<file path="src/gcdb_pkg.sv">
// Shared types, constants and tables for the great-circle distance and bearing block.
package gcdb_pkg;

  localparam int N_STAGES = 24;
  localparam int SQRT_STAGES = 31;
  localparam int XY_W = 34;
  localparam int Z_W = 34;
  localparam int VX_W = 56;
  localparam int SQ_W = 62;
  localparam int ROT_LANES = 5;

  localparam logic [22:0] RADIUS_RESET = 23'd6371004;
  localparam logic signed [XY_W-1:0] GAIN_Q30 = XY_W'(652032874);
  localparam logic [30:0] PI_Q29 = 31'd1686629713;
  localparam logic [30:0] TURN_OUT = 31'd1509949440;
  localparam logic signed [63:0] ONE_Q60 = 64'sh1000000000000000;
  localparam logic [31:0] DIV45_MUL = 32'd3054198966;
  localparam logic [31:0] DIV45_OFF = 32'd1509949440;
  localparam logic [31:0] DIV45 = 32'd45;

  localparam logic [31:0] ATAN_TURN [32] = '{
    32'h20000000, 32'h12E4051E, 32'h09FB385B, 32'h051111D4, 32'h028B0D43, 32'h0145D7E1,
    32'h00A2F61E, 32'h00517C55, 32'h0028BE53, 32'h00145F2F, 32'h000A2F98, 32'h000517CC,
    32'h00028BE6, 32'h000145F3, 32'h0000A2FA, 32'h0000517D, 32'h000028BE, 32'h0000145F,
    32'h00000A30, 32'h00000518, 32'h0000028C, 32'h00000146, 32'h000000A3, 32'h00000051,
    32'h00000029, 32'h00000014, 32'h0000000A, 32'h00000005, 32'h00000003, 32'h00000001,
    32'h00000001, 32'h00000000
  };

  typedef struct packed {
    logic signed [XY_W-1:0] x;
    logic signed [XY_W-1:0] y;
    logic signed [Z_W-1:0]  z;
    logic                   neg;
  } rot_t;

  typedef struct packed {
    logic signed [VX_W-1:0] x;
    logic signed [VX_W-1:0] y;
    logic [31:0]            z;
    logic                   hold;
  } vec_t;

  typedef struct packed {
    logic [SQ_W-1:0] v;
    logic [SQ_W-1:0] r;
  } sqrt_t;

  // Fraction of a turn unit contributed by the remainder of a division by 45.
  function automatic logic [6:0] turn_frac(input logic [5:0] r);
    logic [6:0] f;
    case (r)
      6'd0: f = 7'd0;     6'd1: f = 7'd3;     6'd2: f = 7'd6;     6'd3: f = 7'd9;
      6'd4: f = 7'd11;    6'd5: f = 7'd14;    6'd6: f = 7'd17;    6'd7: f = 7'd20;
      6'd8: f = 7'd23;    6'd9: f = 7'd26;    6'd10: f = 7'd28;   6'd11: f = 7'd31;
      6'd12: f = 7'd34;   6'd13: f = 7'd37;   6'd14: f = 7'd40;   6'd15: f = 7'd43;
      6'd16: f = 7'd46;   6'd17: f = 7'd48;   6'd18: f = 7'd51;   6'd19: f = 7'd54;
      6'd20: f = 7'd57;   6'd21: f = 7'd60;   6'd22: f = 7'd63;   6'd23: f = 7'd65;
      6'd24: f = 7'd68;   6'd25: f = 7'd71;   6'd26: f = 7'd74;   6'd27: f = 7'd77;
      6'd28: f = 7'd80;   6'd29: f = 7'd82;   6'd30: f = 7'd85;   6'd31: f = 7'd88;
      6'd32: f = 7'd91;   6'd33: f = 7'd94;   6'd34: f = 7'd97;   6'd35: f = 7'd100;
      6'd36: f = 7'd102;  6'd37: f = 7'd105;  6'd38: f = 7'd108;  6'd39: f = 7'd111;
      6'd40: f = 7'd114;  6'd41: f = 7'd117;  6'd42: f = 7'd119;  6'd43: f = 7'd122;
      6'd44: f = 7'd125;
      default: f = 7'd0;
    endcase
    return f;
  endfunction

  // Prepares a vector for the vectoring chain, handling the degenerate cases.
  function automatic vec_t vec_init(input logic signed [VX_W-1:0] x,
                                    input logic signed [VX_W-1:0] y);
    vec_t o;
    o.x = x;
    o.y = y;
    o.z = '0;
    o.hold = 1'b0;
    if (x == '0 && y == '0) begin
      o.hold = 1'b1;
    end else begin
      if (x < 0) begin
        o.x = -x;
        o.y = -y;
        o.z = 32'h80000000;
      end
      if (o.y == '0) begin
        o.hold = 1'b1;
      end
    end
    return o;
  endfunction

endpackage

</file>
<file path="src/gcdb_rot_cell.sv">
// One rotation-mode CORDIC cell.
module gcdb_rot_cell (
  input  logic            clk,
  input  logic [4:0]      idx,
  input  gcdb_pkg::rot_t  din,
  output gcdb_pkg::rot_t  dout
);

  logic signed [gcdb_pkg::XY_W-1:0] xs;
  logic signed [gcdb_pkg::XY_W-1:0] ys;
  logic signed [gcdb_pkg::Z_W-1:0]  ang;

  assign xs  = din.x >>> idx;
  assign ys  = din.y >>> idx;
  assign ang = gcdb_pkg::Z_W'(gcdb_pkg::ATAN_TURN[idx]);

  always_ff @(posedge clk) begin
    if (!din.z[gcdb_pkg::Z_W-1]) begin
      dout.x <= din.x - ys;
      dout.y <= din.y + xs;
      dout.z <= din.z - ang;
    end else begin
      dout.x <= din.x + ys;
      dout.y <= din.y - xs;
      dout.z <= din.z + ang;
    end
    dout.neg <= din.neg;
  end

endmodule

</file>
<file path="config.mk">
export PLATFORM = sky130hd
export DESIGN_NAME = gcdb_rot_cell
export DESIGN_NICKNAME = d
export VERILOG_FILES = /design/src/gcdb_pkg.sv /design/src/gcdb_rot_cell.sv
export SDC_FILE = /design/constraint.sdc
export NUM_CORES = 1
export LEC_CHECK = 0
export ABC_AREA = 1
export BUFFER_PORTS_ARGS = -buffer_cell sky130_fd_sc_hd__buf_2
export CAP_MARGIN = 40
export CORE_UTILIZATION = 56
export DETAILED_ROUTE_END_ITERATION = 8
export PLACE_DENSITY = 0.86
export SLEW_MARGIN = 10
export SYNTH_ARGS = -nofsm -noshare
export SYNTH_HDL_FRONTEND = slang
export SYNTH_SLANG_ARGS = --single-unit
</file>
<file path="constraint.sdc">
create_clock -name clk -period 6.1 [get_ports clk]
set_input_delay 0.61 -clock clk [delete_from_list [all_inputs] [get_ports clk]]
set_output_delay 0.61 -clock clk [all_outputs]
set_load 0.01 [all_outputs]
</file>
==> impl_metrics.ini, run 1 <==
[run_status]
outcome = finished clean

[clocking]
h-tree-depth = 3
cts_buffer_depth = 2
cts_setup_buffers = 0
cts_root_buf = clkbuf_16
cts_inserted_buffers = 9
ctsResizeCount = 0
cts_tree = yes
clk_pin_slew_ps = 80
cts.sinks = 103
cts_hold_buf = 0

[synth]
synth_ff_type = dfxtp_1
muxShareOfSynthArea_pct = 0
synth_compound_area_share_pct = 13.5
synth-seq-cells = 103
ys_warn_count = 0
yosysUniqueCellTypes = 54
synthAdderAreaFrac_pct = 10.0
synth_simple_gate_area_share_pct = 42.5
synth_top_family_by_area = simple AND/OR/NAND/NOR gates
synthCells = 2459
synth.avg_cell_area_sq_um = 5.82
syn-num-nets = 2681
synth_area_sq_um = 14300
ys_async_sr_fraction_pct = 0
ys_seq_area_share_pct = 14.4
synth-edff-count = 0
synth-xor-area-share_pct = 10.4

[finish]
final_cell_mix = 765 x nand2_1, 365 x nand3_1, 211 x buf_2
regMostFlops = dout
fillCellCount = 2449
layout_commonest_cell = nand2_1
finalNetCount = 2837
reg_top3 = dout x103
synthToLayoutAreaGrowth_pct = 10.3
n_antenna_cell = 0
layout-drive-gt1-share_pct = 12.3
largest_reg_flops = 103

[power]
power_leakage_nw = 8.36
power_density_nw_per_um2 = 259
ir_drop_uv = 223

[die]
die_w_microns = 162
fp.dieH_microns = 162
io_pins = 212
core_sq_um = 25100
start_util_pct = 57.0
rows = 58
dieArea_sq_um = 26200

[timing]
worst_slack_ps = 958
post-route-min-period_ps = 5140
hold_violations = 0
fin_setup_tns_ps = 0
max_freq_mhz = 194
slew_headroom_pct = 53.6
worst_pin_slew_ps = 695
post-route-period-util_pct = 84.3
rsz0062_at_grt = no
setup_viol = 0
slew_violations = 0
hold_ws_ps = 367

[worst_hold_path]
hp-class = input pin to flop
hold_start = din[0]

[worst_setup_path]
timing.critical_path.max_delay_family = simple AND/OR/NAND/NOR gates
cp-start-kind = input pin
arrival_ps = 5440
cp_max_fo = 37
endpoint_kind = flop
critPathMostFrequentCell = nand2_1
path_buf_inv = 6
critical_path_required_ps = 6400
critPathSlowestCell = buf_4
startpoint = idx[0]
cp_slowest_stage_delay_ps = 440
critPathKind = input pin to flop

[flow_run]
cap_violations = 0

[drt]
vias_per_cell = 5.88
ant_nets = 0
drtPass1Iterations = 6
remaining_drc_errors = 0
dr_total_vias = 17400
dr.first_iter.drc_count = 2227
wl_per_cell_microns = 18.0
drt_wl_total_microns = 53000

[global_routing]
grt_pass1_wl_microns = 83000
track_usage_pct = 39.8
grt-ovfl-total = 0
grt_max_degree = 73
grt_pass1_vias = 16000
antenna_found_initial = 0

[placed_design]
place_ws_ps = 782
routabilityCongestion = 1.05
hpwlAfterDp_microns = 43300
port_buffers = 211
==> report_power, final <==
part / total, mW / internal, mW / switching, mW
registers: 1.05 / 0.974 / 0.0784
logic: 2.40 / 0.857 / 1.54
clock network: 0.635 / 0.309 / 0.325
total: 4.09 / 2.14 / 1.95
==> through the flow <==
| stage | utilization, % | total power, mW | cell area (sq um) | instances |
|---|---|---|---|---|
| finish | 62.9 | 4.09 | 15800 | 2950 |
| global route | 62.9 | 4.37 | 15800 | 2950 |
| CTS | 62.9 | 4.05 | 15800 | 2950 |
| detailed placement | 61.7 | 3.41 | 15500 | 2934 |
| global placement | 61.6 | 3.38 | 15500 | 2932 |
| floorplan | - | 2.63 | 14300 | 2459 |
==> cells in the mapped netlist (19+ instances only) <==
library cell | number | area [sq um]
xor2_1 | 122 | 1070
o211ai_1 | 19 | 143
ha_1 | 110 | 1380
a21oi_1 | 157 | 786
nand2_1 | 765 | 2870
nor2_1 | 197 | 739
o21ai_0 | 81 | 405
dfxtp_1 | 103 | 2060
inv_1 | 207 | 777
xnor2_1 | 48 | 420
buf_2 | 36 | 180
nand4_1 | 20 | 125
clkbuf_1 | 21 | 78.8
nand3_1 | 365 | 1830
==> final cells by class <==
type                    count  area (sq um)  area share, %
repair buffers            232          1240           7.84
multi-input cells        2047         10900           69.3
clock inverters             5          46.3          0.293
inverters                 222           837           5.30
well taps                 330           413           2.61
clock buffers              11           253           1.60
flip-flops and latches    103          2060           13.1
==> worst paths after layout <==
path | end | cells past startpoint
min | dout[0]$_DFF_P_ | 1
max | dout[62]$_DFF_P_ | 31
==> cells by family (layout without fill, tap and decap cells) <==
kind of cell | after synthesis | in the layout
AOI/OAI and AO/OA | 341 | 341
xor gates and xnor gates | 170 | 170
adders and majority gates | 113 | 113
buffers and inverters | 309 | 470
DFF | 103 | 103
and+or+nand+nor | 1423 | 1423
==> layer usage <==
metal | vias up | GRT usage [%] | part of all wire (%)
met4 | 0 | 16.4 | 4.2
met5 | - | 0 | 0
met2 | 948 | 64.0 | 44
met3 | 136 | 6.44 | 9.4
li1 | 8404 | - | -
met1 | 7867 | 52.7 | 42
(Power assumes the default switching activity.)
==> run 2: changes to the inputs <==
==> constraint.sdc (replaced) <==
create_clock -name clk -period 5.4 [get_ports clk]
set_input_delay 0.54 -clock clk [delete_from_list [all_inputs] [get_ports clk]]
set_output_delay 0.54 -clock clk [all_outputs]
set_load 0.01 [all_outputs]
==> impl_metrics.ini, run 2 (same netlist as run 1, synthesis figures left out) <==
[run_status]
outcome = finished clean

[worst_hold_path]
hp-class = input pin to flop
hold_start = din[0]
whs_endpoint = dout[0]$_DFF_P_
whs_path_depth = 1

[timing]
rsz0062_at_grt = no
slew_headroom_pct = 58.2
slew_violations = 0
max_freq_mhz = 200
post-route-period-util_pct = 92.6
worst_pin_slew_ps = 627
post-route-min-period_ps = 5000
setup_viol = 0
hold_violations = 0
fin_setup_tns_ps = 0
worst_slack_ps = 399

[finish]
synthToLayoutAreaGrowth_pct = 10.8
n_antenna_cell = 0
layout-drive-gt1-share_pct = 12.4
fillCellCount = 2537
final_cell_mix = 765 x nand2_1, 365 x nand3_1, 211 x buf_2
reg_top3 = dout x103
largest_reg_flops = 103
regMostFlops = dout
layout_commonest_cell = nand2_1
finalNetCount = 2842

[worst_setup_path]
critPathMostFrequentCell = nand2_1
cp_max_fo = 59
cp-start-kind = input pin
arrival_ps = 5300
endpoint_kind = flop
cp_slowest_stage_delay_ps = 510
critPathSlowestCell = o21ai_0
critPathKind = input pin to flop
critical_path_required_ps = 5700

[clocking]
h-tree-depth = 3
cts_setup_buffers = 0
cts_buffer_depth = 2
cts_tree = yes
cts_hold_buf = 0
cts.sinks = 103
ctsResizeCount = 0
cts_root_buf = clkbuf_16
clk_pin_slew_ps = 90
cts_inserted_buffers = 9

[flow_run]
cap_violations = 0

[die]
start_util_pct = 57.0
die_w_microns = 162
core_sq_um = 25100
rows = 58
io_pins = 212
fp.dieH_microns = 162
dieArea_sq_um = 26200

[power]
ir_drop_uv = 246
power_leakage_nw = 8.39
power_density_nw_per_um2 = 290

[drt]
ant_nets = 0
vias_per_cell = 5.93
wl_per_cell_microns = 17.8
dr_total_vias = 17500
remaining_drc_errors = 0
drtPass1Iterations = 6
dr.first_iter.drc_count = 2179
drt_wl_total_microns = 52600

[global_routing]
grt_max_degree = 76
track_usage_pct = 39.1
grt_pass1_wl_microns = 81500
grt_pass1_vias = 15800
antenna_found_initial = 1
grt-ovfl-total = 0

[placed_design]
place_ws_ps = 207
routabilityCongestion = 1.09
hpwlAfterDp_microns = 42900
port_buffers = 211
run 2: cell count changes in the layout (fill, tap and decap cells not counted):
cell,before,now
clkinvlp_4,0,1
buf_4,19,21
clkbuf_8,2,1
inv_6,3,2
clkinv_2,1,2
buf_12,2,5
run 2: report_power, final:
part	total [mW]	internal [mW]	switching, mW
combinational	2.71	0.976	1.73
clock	0.701	0.334	0.366
sequential	1.18	1.10	0.0834
run 2: layout make-up:
cell class                      count  area [sq um]  share of cell area (%)
Timing Repair Buffer              237          1310                    8.28
Multi-Input combinational cell   2047         10900                    69.0
Sequential cell                   103          2060                    13.0
Tap cell                          330           413                    2.60
Clock inverter                      6          50.0                   0.316
Clock buffer                       10           239                    1.51
Inverter                          222           837                    5.28
run 2: worst max-delay path by stage:
| stage | to | startpoint | slack, ps |
|---|---|---|---|
| 6_report | dout[59]$_DFF_P_ | idx[1] | 400 |
| 3_5_place_dp | dout[96]$_DFF_P_ | idx[1] | 210 |
| 4_1_cts | dout[96]$_DFF_P_ | idx[1] | 580 |
| 5_1_grt | dout[96]$_DFF_P_ | idx[1] | 170 |
| 3_3_place_gp | dout[96]$_DFF_P_ | idx[1] | 310 |
| 2_1_floorplan | dout[25]$_DFF_P_ | idx[0] | 1080 |
run 2: per-stage QoR:
step	power (mW)	utilization, %	area, sq um	instances	hold slack [ps]
final	4.59	63.2	15900	2955	281
after global routing	4.90	63.2	15900	2955	274
after CTS	4.55	63.1	15900	2954	278
after detailed placement	3.84	62.0	15600	2938	660
after global placement	3.81	62.0	15600	2938	645
after floorplan	2.97	-	14300	2459	568
run 2: routing by layer:
layer	routed length, microns	share of wire (%)	up-vias	GRT usage (%)
li1	-	-	8422	-
met1	21800	41	7903	51.7
met2	23400	45	1047	63.7
met3	5600	11	136	6.46
met4	1780	3.4	2	14.5
met5	14	0.027	-	0
run 2: critical path, delay by kind of cell:
kind / cells / cell delay [ps]
buffers and inverters: 8 / 970
adders and majority gates: 2 / 760
and+or+nand+nor: 11 / 1310
xor gates and xnor gates: 1 / 200
AOI/OAI and AO/OA: 6 / 1480
==> run 3: changes to the inputs <==
--- a/config.mk
+++ b/config.mk
@@ -8,9 +8,12 @@
 export ABC_AREA = 1
 export BUFFER_PORTS_ARGS = -buffer_cell sky130_fd_sc_hd__buf_2
 export CAP_MARGIN = 40
-export CORE_UTILIZATION = 56
+export CELL_PAD_IN_SITES_DETAIL_PLACEMENT = 1
+export CELL_PAD_IN_SITES_GLOBAL_PLACEMENT = 2
+export CORE_UTILIZATION = 31
+export CTS_BUF_LIST = sky130_fd_sc_hd__clkbuf_2
 export DETAILED_ROUTE_END_ITERATION = 8
-export PLACE_DENSITY = 0.86
+export PLACE_DENSITY = 0.9
 export SLEW_MARGIN = 10
 export SYNTH_ARGS = -nofsm -noshare
 export SYNTH_HDL_FRONTEND = slang
==> constraint.sdc (replaced) <==
create_clock -name clk -period 5.3 [get_ports clk]
set_input_delay 0.53 -clock clk [delete_from_list [all_inputs] [get_ports clk]]
set_output_delay 0.53 -clock clk [all_outputs]
set_load 0.01 [all_outputs]
==> impl_metrics.ini, run 3 (same netlist as run 1, synthesis figures left out) <==
[global_routing]
grt_max_degree = 68
grt_pass1_wl_microns = 94800
grt_pass1_vias = 17500
track_usage_pct = 25.4
grt-ovfl-total = 0
antenna_found_initial = 4

[worst_setup_path]
cp_cell_sequence = buf_2 -> inv_2 -> nand2_1 -> inv_1 -> nand2_1 -> o21ai_1 -> a31oi_1 -> inv_1 -> nor2_2 -> nand4_2 -> o21ai_4 -> nand2_2 -> xor2_1 -> ha_1 -> nand2_1 -> nor2_1 -> inv_1 -> nor2_1 -> nand3_1 -> o21ai_0 -> nand2_1 -> nand3_1 -> xor2_1 -> dlygate4sd3_1
arrival_ps = 5560
cp-start-kind = input pin
critPathKind = input pin to flop
path_buf_inv = 6
endpoint_kind = flop
critPathMostFrequentCell = nand2_1
cp_slowest_stage_delay_ps = 560
critPathSlowestCell = dlygate4sd3_1
cp_max_fo = 22
critical_path_required_ps = 6140
startpoint = idx[3]
timing.critical_path.max_delay_family = simple AND/OR/NAND/NOR gates

[finish]
reg_top3 = dout x103
largest_reg_flops = 103
fillCellCount = 6245
final_core_utilization_pct = 36.2
synthToLayoutAreaGrowth_pct = 15.1
regMostFlops = dout
layout-drive-gt1-share_pct = 12.5
final_cell_mix = 765 x nand2_1, 365 x nand3_1, 211 x buf_2
finalNetCount = 2885
ff_latch_area_sq_um = 2060
layout_commonest_cell = nand2_1
multi_input_area_sq_um = 10900

[clocking]
cts_inserted_buffers = 9
cts_tree = yes
h-tree-depth = 3
cts_buffer_depth = 2
ctsResizeCount = 0
cts_root_buf = clkbuf_2
cts.sinks = 103
clk_pin_slew_ps = 360

[drt]
remaining_drc_errors = 0
ant_nets = 0
vias_per_cell = 5.28
dr.first_iter.drc_count = 1227
wl_per_cell_microns = 18.4
drtPass1Iterations = 5
drt_wl_total_microns = 60200
dr_total_vias = 17300

[die]
die_w_microns = 217
start_util_pct = 31.5
io_pins = 212
dieArea_sq_um = 47000
rows = 78
fp.dieH_microns = 217
core_sq_um = 45500

[timing]
worst_pin_slew_ps = 717
rsz0062_at_grt = no
hold_ws_ps = 123
setup_viol = 0
hold_violations = 0
post-route-period-util_pct = 89.0
slew_headroom_pct = 51.9
post-route-min-period_ps = 4720
slew_violations = 0
max_freq_mhz = 212
fin_setup_tns_ps = 0

[placed_design]
port_buffers = 211
routabilityCongestion = 0.979
hpwlAfterDp_microns = 50200

[power]
power_leakage_nw = 8.52
ir_drop_uv = 208
power_density_nw_per_um2 = 275
power_mw = 4.53

[worst_hold_path]
hold_start = din[74]
hp-class = input pin to flop

[flow_run]
cap_violations = 0

[run_status]
outcome = finished clean
[run 3: final cells by class]
type,count,share of cell area [%]
diodes,3,0.0456
clock buffers,9,0.273
clock inverters,7,0.539
inverters,222,5.08
multi-input cells,2047,66.4
flip-flops and latches,103,12.5
well taps,600,4.56
repair buffers,280,10.6
[run 3: power by group]
group | internal [mW] | switching, mW | leakage (nW)
sequential | 1.12 | 0.0906 | 0.869
combinational | 1.03 | 1.84 | 7.56
clock | 0.121 | 0.327 | 0.0816
[run 3: final timing paths]
path                                to  cells past startpoint  slack [ps]
worst max-delay path  dout[33]$_DFF_P_                     24         580
worst min-delay path  dout[74]$_DFF_P_                      3         120
[run 3: stage by stage]
stage	worst slack [ps]	instances	area (sq um)
floorplan	991	2459	14300
global route	298	3271	16500
finish	584	3271	16500
detailed placement	0.0115	3216	16000
CTS	758	3268	16500
global placement	189	3216	16000
[run 3: worst min-delay path, cell delays in order]
cell	delay [ps]
buf_2	120
ha_1	210
xnor2_1	110
[run 3: timing repair]
action	CTS	global route
hold endpoints to repair	35	0
buffers inserted	0	0
hold buffers	36	0
[run 3: metal layers]
layer / track usage [%] / wire [microns] / vias to the layer above
li1: - / - / 8492
met3: 2.92 / 2350 / 68
met2: 43.4 / 28400 / 390
met1: 33.5 / 28000 / 8307
met5: 0 / 26 / -
met4: 7.14 / 1380 / 4
